File: config.mk
export PLATFORM = sky130hd
export DESIGN_NAME = point_pair_text_parser
export DESIGN_NICKNAME = d
export VERILOG_FILES = /design/src/hdl/pptp_pkg.sv /design/src/hdl/point_pair_text_parser.sv /design/src/hdl/pptp_parse_core.sv
export SDC_FILE = /design/constraint.sdc
export NUM_CORES = 1
export LEC_CHECK = 0
export BUFFER_PORTS_ARGS = -buffer_cell sky130_fd_sc_hd__buf_2
export CORE_MARGIN = 4
export CORE_UTILIZATION = 44
export DETAILED_ROUTE_END_ITERATION = 12
export GPL_TIMING_DRIVEN = 0
export SYNTH_ARGS = -nofsm -noshare
export SYNTH_HDL_FRONTEND = slang
export SYNTH_SLANG_ARGS = --single-unit
File: constraint.sdc
create_clock -name clock -period 7.55 [get_ports clock]
set_clock_uncertainty 0.1 [all_clocks]
set_input_delay 0.3775 -clock clock [delete_from_list [all_inputs] [get_ports clock]]
set_output_delay 0.3775 -clock clock [all_outputs]
set_load 0.1 [all_outputs]
File: src/hdl/pptp_pkg.sv
package pptp_pkg;

   localparam int VALUE_BITS_DEFAULT = 32;

   localparam logic [7:0] CH_NUL   = 8'h00;
   localparam logic [7:0] CH_TAB   = 8'h09;
   localparam logic [7:0] CH_CR    = 8'h0d;
   localparam logic [7:0] CH_SPACE = 8'h20;
   localparam logic [7:0] CH_OPEN  = 8'h28;
   localparam logic [7:0] CH_CLOSE = 8'h29;
   localparam logic [7:0] CH_PLUS  = 8'h2b;
   localparam logic [7:0] CH_COMMA = 8'h2c;
   localparam logic [7:0] CH_MINUS = 8'h2d;
   localparam logic [7:0] CH_ZERO  = 8'h30;
   localparam logic [7:0] CH_NINE  = 8'h39;

   typedef enum logic [3:0] {
      PH_LEAD   = 4'd0,
      PH_WS1    = 4'd1,
      PH_SIGN1  = 4'd2,
      PH_DIG1   = 4'd3,
      PH_AFTER1 = 4'd4,
      PH_WS2    = 4'd5,
      PH_SIGN2  = 4'd6,
      PH_DIG2   = 4'd7,
      PH_AFTER2 = 4'd8,
      PH_DONE   = 4'd9,
      PH_FAIL   = 4'd10
   } phase_type;

   function automatic logic is_blank(input logic [7:0] c);
      return (c == CH_SPACE) || (c == CH_TAB);
   endfunction

   function automatic logic is_cspace(input logic [7:0] c);
      return (c == CH_SPACE) || ((c >= CH_TAB) && (c <= CH_CR));
   endfunction

   function automatic logic is_digit(input logic [7:0] c);
      return (c >= CH_ZERO) && (c <= CH_NINE);
   endfunction

endpackage

File: src/hdl/point_pair_text_parser.sv
// channel  | ports                                      | direction
// req      | req_valid, req_stall, req_char_code,       | in (stall out)
//          | req_last_char                              |
// rsp      | rsp_valid, rsp_stall, rsp_parse_ok,        | out (stall in)
//          | rsp_x_value, rsp_y_value                   |
//
// One character per clock while req_stall is low; each character updates the parse state.
// The result of the character marked last is registered in the output register,
// or in the skid register while the output register holds a stalled result.
// Reset is synchronous and returns the parser to the leading-blank phase.
// Two result registers (output and skid) absorb one more result while rsp
// stalls; req_stall rises only when both hold a result.
module point_pair_text_parser #(
   parameter int VALUE_BITS = pptp_pkg::VALUE_BITS_DEFAULT
) (
   input  logic                         clock,
   input  logic                         reset,
   input  logic                         req_valid,
   output logic                         req_stall,
   input  logic [7:0]                   req_char_code,
   input  logic                         req_last_char,
   output logic                         rsp_valid,
   input  logic                         rsp_stall,
   output logic                         rsp_parse_ok,
   output logic signed [VALUE_BITS-1:0] rsp_x_value,
   output logic signed [VALUE_BITS-1:0] rsp_y_value
);
   import pptp_pkg::*;

   logic                         step_valid;
   logic                         new_valid;
   logic                         new_ok;
   logic signed [VALUE_BITS-1:0] new_x;
   logic signed [VALUE_BITS-1:0] new_y;
   logic                         take;

   logic                         out_valid_ff, out_valid_in;
   logic                         out_ok_ff, out_ok_in;
   logic signed [VALUE_BITS-1:0] out_x_ff, out_x_in;
   logic signed [VALUE_BITS-1:0] out_y_ff, out_y_in;
   logic                         skid_valid_ff, skid_valid_in;
   logic                         skid_ok_ff, skid_ok_in;
   logic signed [VALUE_BITS-1:0] skid_x_ff, skid_x_in;
   logic signed [VALUE_BITS-1:0] skid_y_ff, skid_y_in;

   assign req_stall  = skid_valid_ff;
   assign step_valid = req_valid & ~req_stall;
   assign take       = out_valid_ff & ~rsp_stall;

   pptp_parse_core #(
      .VALUE_BITS (VALUE_BITS)
   ) u_core (
      .clock      (clock),
      .reset      (reset),
      .step_valid (step_valid),
      .char_code  (req_char_code),
      .last_char  (req_last_char),
      .res_valid  (new_valid),
      .res_ok     (new_ok),
      .res_x      (new_x),
      .res_y      (new_y)
   );

   always_comb begin
      out_valid_in  = out_valid_ff;
      out_ok_in     = out_ok_ff;
      out_x_in      = out_x_ff;
      out_y_in      = out_y_ff;
      skid_valid_in = skid_valid_ff;
      skid_ok_in    = skid_ok_ff;
      skid_x_in     = skid_x_ff;
      skid_y_in     = skid_y_ff;
      if (~out_valid_ff | take) begin
         if (skid_valid_ff) begin
            out_valid_in  = 1'b1;
            out_ok_in     = skid_ok_ff;
            out_x_in      = skid_x_ff;
            out_y_in      = skid_y_ff;
            skid_valid_in = 1'b0;
         end else begin
            out_valid_in = new_valid;
            out_ok_in    = new_ok;
            out_x_in     = new_x;
            out_y_in     = new_y;
         end
      end else if (new_valid) begin
         skid_valid_in = 1'b1;
         skid_ok_in    = new_ok;
         skid_x_in     = new_x;
         skid_y_in     = new_y;
      end
   end

   always_ff @(posedge clock) begin
      if (reset) begin
         out_valid_ff  <= 1'b0;
         skid_valid_ff <= 1'b0;
      end else begin
         out_valid_ff  <= out_valid_in;
         skid_valid_ff <= skid_valid_in;
      end
      out_ok_ff  <= out_ok_in;
      out_x_ff   <= out_x_in;
      out_y_ff   <= out_y_in;
      skid_ok_ff <= skid_ok_in;
      skid_x_ff  <= skid_x_in;
      skid_y_ff  <= skid_y_in;
   end

   assign rsp_valid    = out_valid_ff;
   assign rsp_parse_ok = out_ok_ff;
   assign rsp_x_value  = out_x_ff;
   assign rsp_y_value  = out_y_ff;

`ifndef SYNTHESIS
   a_skid_needs_out: assert property (@(posedge clock) disable iff (reset)
      skid_valid_ff |-> out_valid_ff)
      else $error("skid holds a result while the output register is empty");

   a_skid_fill_on_stall: assert property (@(posedge clock) disable iff (reset)
      $rose(skid_valid_ff) |-> $past(out_valid_ff & rsp_stall))
      else $error("skid filled without a stalled output");

   a_fail_zero: assert property (@(posedge clock) disable iff (reset)
      (out_valid_ff & ~out_ok_ff) |-> (out_x_ff == '0 && out_y_ff == '0))
      else $error("failed parse carries nonzero values");
`endif

endmodule

File: src/hdl/pptp_parse_core.sv
module pptp_parse_core #(
   parameter int VALUE_BITS = pptp_pkg::VALUE_BITS_DEFAULT
) (
   input  logic                         clock,
   input  logic                         reset,
   input  logic                         step_valid,
   input  logic [7:0]                   char_code,
   input  logic                         last_char,
   output logic                         res_valid,
   output logic                         res_ok,
   output logic signed [VALUE_BITS-1:0] res_x,
   output logic signed [VALUE_BITS-1:0] res_y
);
   import pptp_pkg::*;

   localparam int WIDE = VALUE_BITS + 4;
   localparam logic [VALUE_BITS-1:0] LIM = {1'b1, {(VALUE_BITS-1){1'b0}}};
   localparam logic [VALUE_BITS-1:0] MAX_POS = LIM - 1'b1;

   phase_type             phase_ff, phase_nx, phase_in;
   logic [VALUE_BITS-1:0] mag_ff, mag_nx, mag_in;
   logic                  neg_ff, neg_nx, neg_in;
   logic [VALUE_BITS-1:0] first_ff, first_nx, first_in;
   logic [3:0]            dig;
   logic [WIDE-1:0]       prod;
   logic [VALUE_BITS-1:0] mag_add;

   function automatic logic [VALUE_BITS-1:0] cur_value(
      input logic [VALUE_BITS-1:0] m,
      input logic                  n
   );
      logic [VALUE_BITS-1:0] r;
      if (n) begin
         r = -m;
      end else if (m > MAX_POS) begin
         r = MAX_POS;
      end else begin
         r = m;
      end
      return r;
   endfunction

   always_comb begin
      dig  = 4'(char_code - CH_ZERO);
      prod = ({4'b0, mag_ff} << 3) + ({4'b0, mag_ff} << 1) + WIDE'(dig);
      if (prod > {4'b0, LIM}) begin
         mag_add = LIM;
      end else begin
         mag_add = prod[VALUE_BITS-1:0];
      end
   end

   always_comb begin
      phase_nx = phase_ff;
      mag_nx   = mag_ff;
      neg_nx   = neg_ff;
      first_nx = first_ff;
      if (step_valid) begin
         unique case (phase_ff)
            PH_LEAD: begin
               if (is_blank(char_code)) begin
                  phase_nx = PH_LEAD;
               end else if (char_code == CH_OPEN) begin
                  mag_nx   = '0;
                  neg_nx   = 1'b0;
                  phase_nx = PH_WS1;
               end else begin
                  phase_nx = PH_FAIL;
               end
            end
            PH_WS1, PH_WS2: begin
               if (is_cspace(char_code)) begin
                  phase_nx = phase_ff;
               end else if (char_code == CH_PLUS || char_code == CH_MINUS) begin
                  neg_nx   = (char_code == CH_MINUS);
                  phase_nx = (phase_ff == PH_WS1) ? PH_SIGN1 : PH_SIGN2;
               end else if (is_digit(char_code)) begin
                  mag_nx   = mag_add;
                  phase_nx = (phase_ff == PH_WS1) ? PH_DIG1 : PH_DIG2;
               end else begin
                  phase_nx = PH_FAIL;
               end
            end
            PH_SIGN1, PH_SIGN2: begin
               if (is_digit(char_code)) begin
                  mag_nx   = mag_add;
                  phase_nx = (phase_ff == PH_SIGN1) ? PH_DIG1 : PH_DIG2;
               end else begin
                  phase_nx = PH_FAIL;
               end
            end
            PH_DIG1, PH_AFTER1: begin
               if (phase_ff == PH_DIG1 && is_digit(char_code)) begin
                  mag_nx = mag_add;
               end else if (is_blank(char_code)) begin
                  phase_nx = PH_AFTER1;
               end else if (char_code == CH_COMMA) begin
                  first_nx = cur_value(mag_ff, neg_ff);
                  mag_nx   = '0;
                  neg_nx   = 1'b0;
                  phase_nx = PH_WS2;
               end else begin
                  phase_nx = PH_FAIL;
               end
            end
            PH_DIG2, PH_AFTER2: begin
               if (phase_ff == PH_DIG2 && is_digit(char_code)) begin
                  mag_nx = mag_add;
               end else if (is_blank(char_code)) begin
                  phase_nx = PH_AFTER2;
               end else if (char_code == CH_CLOSE) begin
                  phase_nx = PH_DONE;
               end else begin
                  phase_nx = PH_FAIL;
               end
            end
            PH_DONE: begin
               phase_nx = PH_DONE;
            end
            default: begin
               phase_nx = PH_FAIL;
            end
         endcase
      end

      res_valid = step_valid & last_char;
      res_ok    = (phase_nx == PH_DONE);
      res_x     = res_ok ? first_nx : '0;
      res_y     = res_ok ? cur_value(mag_nx, neg_nx) : '0;

      if (res_valid) begin
         phase_in = PH_LEAD;
         mag_in   = '0;
         neg_in   = 1'b0;
         first_in = '0;
      end else begin
         phase_in = phase_nx;
         mag_in   = mag_nx;
         neg_in   = neg_nx;
         first_in = first_nx;
      end
   end

   always_ff @(posedge clock) begin
      if (reset) begin
         phase_ff <= PH_LEAD;
         mag_ff   <= '0;
         neg_ff   <= 1'b0;
         first_ff <= '0;
      end else begin
         phase_ff <= phase_in;
         mag_ff   <= mag_in;
         neg_ff   <= neg_in;
         first_ff <= first_in;
      end
   end

endmodule

Word-level counts from Yosys, hierarchy flattened
Cells that the tools add are included.

Register bits: 201. Bits in writable memories: 0. Memory bits (read-only): 0. Input port bits: 13. Memories kept: 0. Bits in latches: 0. Output and inout bits: 67. Logic and storage cells: 117.

Muxes and demuxes: 53. Order comparisons: 7. Bitwise operators: 8. Divide/modulo/power cells: 0. Add/sub/neg operators: 5. Equality and inequality tests: 17. $mul: 0. Reduce and logical (&&, ||, !) cells: 15. Shifts and indexed selects: 0.

Operators by type and width (number): $mux W32 (24); $pmux W32 S5 (1); $gt A32 B31 Y1 const B (2); $neg A32 Y32 (2); $eq A8 B6 Y1 const B (6); $mux W4 (12); $add A35 B33 Y36 (1); $add A36 B4 Y36 (1); $gt A36 B32 Y1 const B (1); $pmux W4 S6 (1); $eq A4 B3 Y1 const B (4); $eq A4 B4 Y1 const B (3); $reduce_or A2 Y1 (6); $mux W1 (10); $mux W3 (3); $eq A4 B2 Y1 const B (2); $eq A8 B4 Y1 const B (1); $ge A8 B4 Y1 const B (1); $ge A8 B6 Y1 const B (1); $le A8 B4 Y1 const B (1); $le A8 B6 Y1 const B (1); $eq A4 B1 Y1 const B (1); $logic_and A1 B1 Y1 (4); $logic_not A4 Y1 (1); 8 further kinds (15).

Depth between registers and ports, before layout
Gate-level depths: netlist of the first run.

Depth in word-level cells: 14. Mapped depth: 23. Gate-level depth less buffers: 21.

Hierarchy
Synthesis of the first run repeated with hierarchy kept, for this count alone.

Cells, all modules: 1418. Area, all modules: 13342.8 sq um.

By module, submodules not included: pptp_parse_core (area each 8580.7 sq um, cells an instance 1208, instances 1, seq. area each 1381.3 sq um); point_pair_text_parser (area each 4762.1 sq um, cells an instance 210, instances 1, seq. area each 3943.8 sq um).

Worst setup path before layout of the first run
No wires, ideal clock.

Path type: flip-flop to flip-flop. From: register out_valid_ff, in the netlist rsp_valid. To: register skid_ok_ff, enable pin. Setup time: 488 ps. Stages on the path, launching flop included: 3. Data arrival time: 5646 ps. Path buffers: 0. Data required time: 6962 ps. Slack: 1316 ps. Period minus slack after synthesis: 6234 ps. Path through: dfxtp_1 > nand2_1 > nor2_1.

Longest elaborated chain between the ends: 4. Elaborated cells between the ends (all ways): 5. Classes of those cells: bitwise (4); reduce/logical (1).

Ends and longest elaborated chain: start, declared (RTL line point_pair_text_parser.sv:37) `logic out_valid_ff, out_valid_in;`; start signal, assigned (RTL line point_pair_text_parser.sv:99) `out_valid_ff <= out_valid_in;`; $and A1 B1 Y1 / $not A1 Y1 (equally long branches) (RTL line point_pair_text_parser.sv:48, point_pair_text_parser.sv:73); $or A1 B1 Y1 * (RTL line point_pair_text_parser.sv:73) `if (~out_valid_ff | take) begin`; $not A1 Y1 (no source line) *; $reduce_and A2 Y1 (no source line) *; end signal, assigned (RTL line point_pair_text_parser.sv:105) `skid_ok_ff <= skid_ok_in;`; end, declared (RTL line point_pair_text_parser.sv:42) `logic skid_ok_ff, skid_ok_in;`.

Every way passes the cells marked *; elsewhere a longest branch is shown, timed or not. A chain may end at the register's enable or synchronous reset.

Worst setup path after layout of the first run
From: register u_core.mag_ff[2]. To: register out_y_ff[30], in the netlist rsp_y_value[30], data pin.

Longest elaborated chain between the ends: 14. Elaborated cells between the ends (all ways): 21. Classes of those cells: add/sub (3); order compare (2); mux (16).

Ends and longest elaborated chain: start, declared (RTL line pptp_parse_core.sv:21) `logic [VALUE_BITS-1:0] mag_ff, mag_nx, mag_in;`; start signal, assigned (RTL line pptp_parse_core.sv:152) `mag_ff <= mag_in;`; $add A35 B33 Y36 * (RTL line pptp_parse_core.sv:45) `prod = ({4'b0, mag_ff} << 3) + ({4'b0, mag_ff} << 1) + WIDE'(dig);`; $add A36 B4 Y36 * (RTL line pptp_parse_core.sv:45); $gt A36 B32 Y1 * (RTL line pptp_parse_core.sv:46) `if (prod > {4'b0, LIM}) begin`; $mux W32 * (RTL line pptp_parse_core.sv:46); $mux W32 (RTL line pptp_parse_core.sv:77, pptp_parse_core.sv:85); $mux W32 (RTL line pptp_parse_core.sv:74) `end else if (char_code == CH_PLUS || char_code == CH_MINUS) begin`; $mux W32 (RTL line pptp_parse_core.sv:72) `if (is_cspace(char_code)) begin`; $pmux W32 S5 * (RTL line pptp_parse_core.sv:59) `unique case (phase_ff)`; $mux W32 * (RTL line pptp_parse_core.sv:58) `if (step_valid) begin`; net u_core.mag_nx[0] (RTL line pptp_parse_core.sv:21); $gt A32 B31 Y1 (RTL line pptp_parse_core.sv:35) `end else if (m > MAX_POS) begin`; $mux W32 (RTL line pptp_parse_core.sv:35); $mux W32 * (RTL line pptp_parse_core.sv:33) `if (n) begin`; $mux W32 * (RTL line pptp_parse_core.sv:129) `res_y = res_ok ? cur_value(mag_nx, neg_nx) : '0;`; $mux W32 * (RTL line point_pair_text_parser.sv:74) `if (skid_valid_ff) begin`; end signal, assigned (RTL line point_pair_text_parser.sv:104) `out_y_ff <= out_y_in;`; end, declared (RTL line point_pair_text_parser.sv:40) `logic signed [VALUE_BITS-1:0] out_y_ff, out_y_in;`.

The timed path passes the listed nets; every way through them passes the cells marked *.

==> results.sh, run 1 <==
export IMPL_outcome="finished, final reports clean"
export IMPL_ir_drop_uv=138.9
export IMPL_start_kind="flop"
export IMPL_stdcell_area_mm2=0.01456
export IMPL_dpl_cell_area_mm2=0.01380
export IMPL_clock_sinks=201
export IMPL_place_congestion=1.022
export IMPL_p_seq_frac=0.482
export IMPL_synth_area_per_cell_um2=8.990
export IMPL_wl_mm=43.72
export IMPL_p_per_area_mw_per_mm2=168.2
export IMPL_cp_max_fo=10
export IMPL_dp_hpwl_mm=34.13
export IMPL_die_x_um=179.0
export IMPL_cts_root_buf="clkbuf_16"
export IMPL_insertion_delay_ps=530
export IMPL_slew_violations=0
export IMPL_final_core_util=0.5058
export IMPL_area_growth_pct=13.15
export IMPL_yosysTopAreaCell="edfxtp_1"
export IMPL_leakage_uw=0.005779
export IMPL_worstPathRequired_ps=7700
export IMPL_fin_crit_sh=0.9630
export IMPL_min_path_type="input port to flop"
export IMPL_tritoncts="done"
export IMPL_grt_pass1_wl_mm=65.98
export IMPL_crit_start="u_core.mag_ff[2]"
export IMPL_p_int_uw=1838
export IMPL_ys_seq_area_frac=0.4139
export IMPL_hold_path_startpoint="req_last_char"
export IMPL_antenna_left=0
export IMPL_pwr_share_clk=0.446
export IMPL_synth_edf_count=130
export IMPL_seq_area_mm2=0.005325
export IMPL_cts_buffer_depth=3
export IMPL_fin_nets=1618
export IMPL_drcViolationCount=0
export IMPL_antenna_found_initial=0
export IMPL_numCtsBuffers=23
export IMPL_wl_per_cell_um=22.56
export IMPL_drt_iter0_drc=1062
export IMPL_multi_input_area_mm2=0.007076
export IMPL_setup_violations=0
export IMPL_grt_setup_unrepaired="no"
export IMPL_syn_nets=1512
export IMPL_boundaryPins=80
export IMPL_p_comb_frac=0.072
export IMPL_fmax_mhz=137.5
export IMPL_worst_slew_pin_slew_ps=1213
export IMPL_port_buffers=77
export IMPL_switchingPower_uw=611.3
export IMPL_cts_htree_levels=1
export IMPL_yosys_cell_types_count=83
export IMPL_total_power_uw=2449
export IMPL_synth_top_area_share=0.3034
export IMPL_fillers=2760
export IMPL_initial_core_util=0.4470
export IMPL_ys_flop_type="edfxtp_1"
export IMPL_viasPerCell=6.080
export IMPL_crit_type="flop to flop"
export IMPL_grt_max_degree=69
export IMPL_async_flop_share=0
export IMPL_die_height_um=179.0
export IMPL_finalWorstPathRequiredPeriod_ps=7271
export IMPL_final_layout_size_suffix_gt1_frac=0.1055
export IMPL_setup_tns_final_ps=0
export IMPL_worstPathArrival_ps=7420
export IMPL_reg2reg_from="u_core.mag_ff[2]"
export IMPL_p_sw_frac=0.2496
export IMPL_syn_cell_area_mm2=0.01286
export IMPL_yosysWarnings=0
export IMPL_first_global_vias=10980
export IMPL_syn_inst=1431
export IMPL_clk_pin_slew_ps=60
export IMPL_max_cap_violations=0
export IMPL_overflow=0
export IMPL_vias=11780
export IMPL_slew_headroom=0.1808
export IMPL_antennaDiodeCount=0
export IMPL_hold_viol=0
export IMPL_end_kind="flop"
export IMPL_dieArea_mm2=0.03204
export IMPL_ys_ff_latch=201
export IMPL_num_rows=62
export IMPL_track_usage=0.2674
export IMPL_core_area_mm2=0.02878
export IMPL_dr_pass1_iters=6
export IMPL_synth_area_leaders="edfxtp_1, dfxtp_1, ha_1"
## per-stage QoR
step / hold slack [ps] / cells / setup slack (ps)
finish: 104.6 / 1938 / 279.0
global route: 143.2 / 1938 / 70.13
global placement: 403.8 / 1892 / 127.9
floorplan: 346.6 / 1431 / 1316
detailed placement: 407.7 / 1895 / 501.4
CTS: 85.29 / 1938 / 457.6
## cell usage after synthesis (21+ instances only)
master    number
a211oi_1      37
ha_1          66
nand4_1       22
nor3_1        56
dfxtp_1       71
edfxtp_1     130
o21a_1        21
a22oi_1       21
clkbuf_1      84
nand2_1      140
inv_1         24
nand3_1       35
nor2_1       160
a21oi_1      100
o31ai_1       40
o21ai_0       72
## routing by layer
layer / global-route usage / up-vias / wire length [µm]
met4: 0.07835 / 0 / 1274
met5: 0 / - / 0
li1: - / 5638 / -
met2: 0.4476 / 422 / 20750
met3: 0.04112 / 70 / 2798
met1: 0.3590 / 5654 / 18900
## path summary, 6_finish.rpt
path | end | slack [ps] | cells after the start
hold reg to reg | rsp_x_value[18] | 420 | 2
setup / recovery | rsp_y_value[30] | 280 | 22
hold / removal | req_stall | 100 | 3
setup reg to reg | rsp_y_value[30] | 280 | 22
## layout by cell type, fill, tap and decap left out, types with 20 or more instances in the layout
cell and n:
a211oi_1 37, o21ai_0 72, dfxtp_1 71, clkbuf_1 93
a21oi_1 100, inv_1 24, nand2_1 139, a22oi_1 21
nand4_1 22, buf_2 78, o31ai_1 40, o21a_1 21
nor2b_1 20, ha_1 66, edfxtp_1 130, nor2_1 159
clkbuf_16 25, nor3_1 56, nand3_1 35
## worst max-delay path, stage by stage (launching register included)
cell      delay, ps
dfxtp_1         360
clkbuf_1        440
inv_1           110
fa_1            560
inv_1            60
ha_1            290
a211oi_2        330
o211ai_1        160
a21oi_1         470
nor2_1          100
a311oi_1        740
or3_1           320
or3b_2          200
o31a_1          260
nor3_4          130
a21o_1          220
inv_2           190
ha_1            260
nand4_1         220
nor4_1          700
a21oi_1         170
nor3b_1         390
o31ai_1         190
## sequential cells by signal, summed over array words and instances (netlist names)
name / count
rsp_x_value: 32
req_stall: 1
u_core.mag_ff: 32
skid_x_ff: 32
u_core.neg_ff: 1
skid_ok_ff: 1
u_core.first_ff: 32
rsp_y_value: 32
rsp_valid: 1
rsp_parse_ok: 1
u_core.phase_ff: 4
skid_y_ff: 32
## final cells by class
| class | instances | area share |
|---|---|---|
| buffer | 100 | 0.02690 |
| clock inverter | 6 | 0.004126 |
| inverter | 25 | 0.006447 |
| tap | 384 | 0.03301 |
| timing repair buffer | 81 | 0.03043 |
| multi-input combinational | 1105 | 0.4861 |
| clock buffer | 36 | 0.04719 |
| sequential | 201 | 0.3658 |
## power by group through the flow
stage	clock network [µW]	logic [µW]	registers, µW
floorplan	0	42.3	1300
global placement	0	173	1210
detailed placement	0	175	1200
CTS	1110	175	1180
global route	1160	184	1180
finish	1090	176	1180
## timing repair
action / in CTS / in global routing
hold buffers: 1 / 0
hold endpoints to repair: 2 / 0
gates resized for setup: 0 / 0
setup buffers: 0 / 0
endpoints found under the setup margin: 0 / 0
## logic make-up after synthesis
group | count (synthesis) | synth area share
mux | 24 | 0.02042
xor+xnor | 39 | 0.02714
flops | 201 | 0.4139
compound gates | 426 | 0.2263
fa+ha+maj | 68 | 0.06730
buf+inv | 125 | 0.03774
simple gates | 548 | 0.2072
Note: power is estimated with default switching activity, not from simulation.
==> run 2: changes to the inputs <==
- CORE_UTILIZATION: 44 -> 60
- PLACE_DENSITY: not set -> 0.79
==> run 2 against run 1 <==
Net effect:
- flip-flop and latch count unchanged
- highest routed layer unchanged
- sequential power hardly changed
- first-iteration DRC count increased by 16%
- design area fell by 1.4%
- setup slack better by 95 ps
- global-route usage up 8.4 points
- largest power group unchanged
- total power shrank 1.7%
- fmax is 1.3% higher
- critical path type unchanged
- count of clock-buffer cells in the layout decreased by 5
- critical endpoint is now rsp_y_value[14]
- via count rose by 5.0%
- register-to-register slack better by 90 ps
==> results.sh, run 2 (synthesis gave the netlist of run 1 again) <==
export IMPL_outcome="finished, final reports clean"
export IMPL_p_per_area_mw_per_mm2=167.7
export IMPL_die_x_um=154.4
export IMPL_wl_mm=42.75
export IMPL_worst_slew_pin_slew_ps=1392
export IMPL_dp_hpwl_mm=32.28
export IMPL_area_growth_pct=11.56
export IMPL_finalWorstPathRequiredPeriod_ps=7176
export IMPL_antennaDiodeCount=0
export IMPL_boundaryPins=80
export IMPL_layout_commonest_cell="nor2_1"
export IMPL_fin_crit_sh=0.9505
export IMPL_p_int_uw=1803
export IMPL_setup_tns_final_ps=0
export IMPL_dr_pass1_iters=5
export IMPL_switchingPower_uw=603.7
export IMPL_drt_iter0_drc=1237
export IMPL_r2r_end="rsp_y_value[14]"
export IMPL_start_kind="flop"
export IMPL_final_cell_mix="nor2_1, nand2_1, edfxtp_1, a21oi_1, clkbuf_1"
export IMPL_rrSetupSlack_ps=370
export IMPL_clk_pin_slew_ps=60
export IMPL_end_kind="flop"
export IMPL_leakage_uw=0.005743
export IMPL_slew_headroom=0.05993
export IMPL_fmax_mhz=139.4
export IMPL_dp_slack_ps=615.8
export IMPL_antenna_left=0
export IMPL_p_seq_frac=0.491
export IMPL_initial_core_util=0.6101
export IMPL_vias=12370
export IMPL_grt_pass1_wl_mm=66.88
export IMPL_track_usage=0.3513
export IMPL_tritoncts="done"
export IMPL_antenna_found_initial=0
export IMPL_port_buffers=77
export IMPL_crit_type="flop to flop"
export IMPL_max_stage_delay_ps=570
export IMPL_ir_drop_uv=169.5
export IMPL_dieArea_mm2=0.02385
export IMPL_slew_violations=0
export IMPL_final_layout_size_suffix_gt1_frac=0.1038
export IMPL_first_global_vias=11920
export IMPL_fin_nets=1616
export IMPL_die_height_um=154.4
export IMPL_core_area_mm2=0.02109
export IMPL_p_comb_frac=0.073
export IMPL_grt_max_degree=69
export IMPL_crit_end="rsp_y_value[14]"
export IMPL_hold_viol=0
export IMPL_overflow=0
export IMPL_cts_htree_levels=1
export IMPL_worstPathRequired_ps=7720
export IMPL_setup_violations=0
export IMPL_cts_root_buf="clkbuf_16"
export IMPL_cts_buffer_depth=3
export IMPL_max_cap_violations=0
export IMPL_path_delay_family="compound AO/OA/AOI/OAI gates"
export IMPL_viasPerCell=6.774
export IMPL_numCtsBuffers=22
export IMPL_reg2reg_from="u_core.mag_ff[2]"
export IMPL_cp_slowest_cell="fa_1"
export IMPL_layout_setup_ws_ps=374.0
export IMPL_insertion_delay_ps=520
export IMPL_final_core_util=0.6806
export IMPL_worst_path_buf_inv=5
export IMPL_cp_max_fo=10
export IMPL_crit_chain="clkbuf_1 -> inv_1 -> fa_1 -> inv_1 -> ha_1 -> a211oi_2 -> o21a_1 -> or4_4 -> o211ai_1 -> xor2_1 -> or4_1 -> a2111o_1 -> o31a_1 -> nor3_4 -> a21o_1 -> inv_2 -> ha_1 -> nand4_1 -> buf_4 -> nor3_1 -> xor2_1 -> nor2_1 -> o41ai_1"
export IMPL_num_rows=53
export IMPL_crit_start="u_core.mag_ff[2]"
export IMPL_timing_hold_ws_ps=102.7
export IMPL_grt_setup_unrepaired="no"
export IMPL_r2r_cells=23
export IMPL_path_depth=23
export IMPL_wl_per_cell_um=23.41
export IMPL_worstPathArrival_ps=7350
export IMPL_min_path_type="input port to flop"
export IMPL_place_congestion=1.006
export IMPL_post_cts_setup_buffers=0
export IMPL_p_sw_frac=0.2508
export IMPL_clock_sinks=201
export IMPL_pwr_share_clk=0.436
export IMPL_drcViolationCount=0
==> run 2: cell count changes in the layout (fill, tap and decap cells not counted), sizes merged <==
cell | before | now
buf | 96 | 95
bufinv | 0 | 1
clkbuf | 120 | 115
clkinv | 3 | 6
clkinvlp | 0 | 1
inv | 28 | 26
==> run 2: timing repair <==
action                                  4_1_cts  5_1_grt
hold buffers                                  1        0
endpoints found under the setup margin        0        0
resized for setup                             0        0
hold endpoints to repair                      2        0
==> run 2: power by group through the flow <==
stage | Sequential (µW) | Clock [µW] | Combinational, µW
global placement | 1210 | 0 | 171
global route | 1180 | 1100 | 183
detailed placement | 1200 | 0 | 173
floorplan | 1300 | 0 | 42.3
CTS | 1180 | 1050 | 174
finish | 1180 | 1050 | 175
==> run 2: worst min path at each step <==
stage | end | slack, ps | depth (start not counted) | from
after floorplan | rsp_valid | 350 | 1 | reset
after global placement | u_core.first_ff[15] | 400 | 2 | u_core.first_ff[15]
after detailed placement | rsp_y_value[24] | 410 | 1 | skid_y_ff[24]
after CTS | rsp_valid | 100 | 3 | req_last_char
after global routing | rsp_valid | 140 | 3 | req_last_char
final | rsp_valid | 100 | 3 | req_last_char
==> run 2: layout make-up <==
cell class | instances | area (µm²)
Tap cell | 275 | 344.1
Buffer | 100 | 391.6
Clock buffer | 31 | 605.6
Sequential cell | 201 | 5325
Fill cell | 1732 | 6735
Clock inverter | 9 | 93.84
Inverter | 25 | 93.84
Timing Repair Buffer | 80 | 422.9
Multi-Input combinational cell | 1105 | 7076
==> run 2: worst min-delay path: cells and delay by family <==
family / cells / cell delay [ps]
buffers and inverters: 1 / 90
AOI/OAI and AO/OA: 2 / 200
==> run 2: metal layers <==
| metal | track usage | vias up | wire (µm) | part of all wire |
|---|---|---|---|---|
| li1 | - | 5627 | - | - |
| met1 | 0.4661 | 5824 | 16610 | 0.39 |
| met2 | 0.5661 | 762 | 19620 | 0.46 |
| met3 | 0.05456 | 157 | 4108 | 0.096 |
| met4 | 0.1686 | 0 | 2408 | 0.056 |
| met5 | 0 | - | 0 | 0 |
==> run 2: metrics by stage <==
stage                     total power (µW)  cells  cell area [µm²]
after global placement                1377   1783            13590
final                                 2406   1826            14350
after floorplan                       1343   1431            12860
after global routing                  2464   1826            14350
after CTS                             2407   1826            14350
after detailed placement              1378   1785            13640
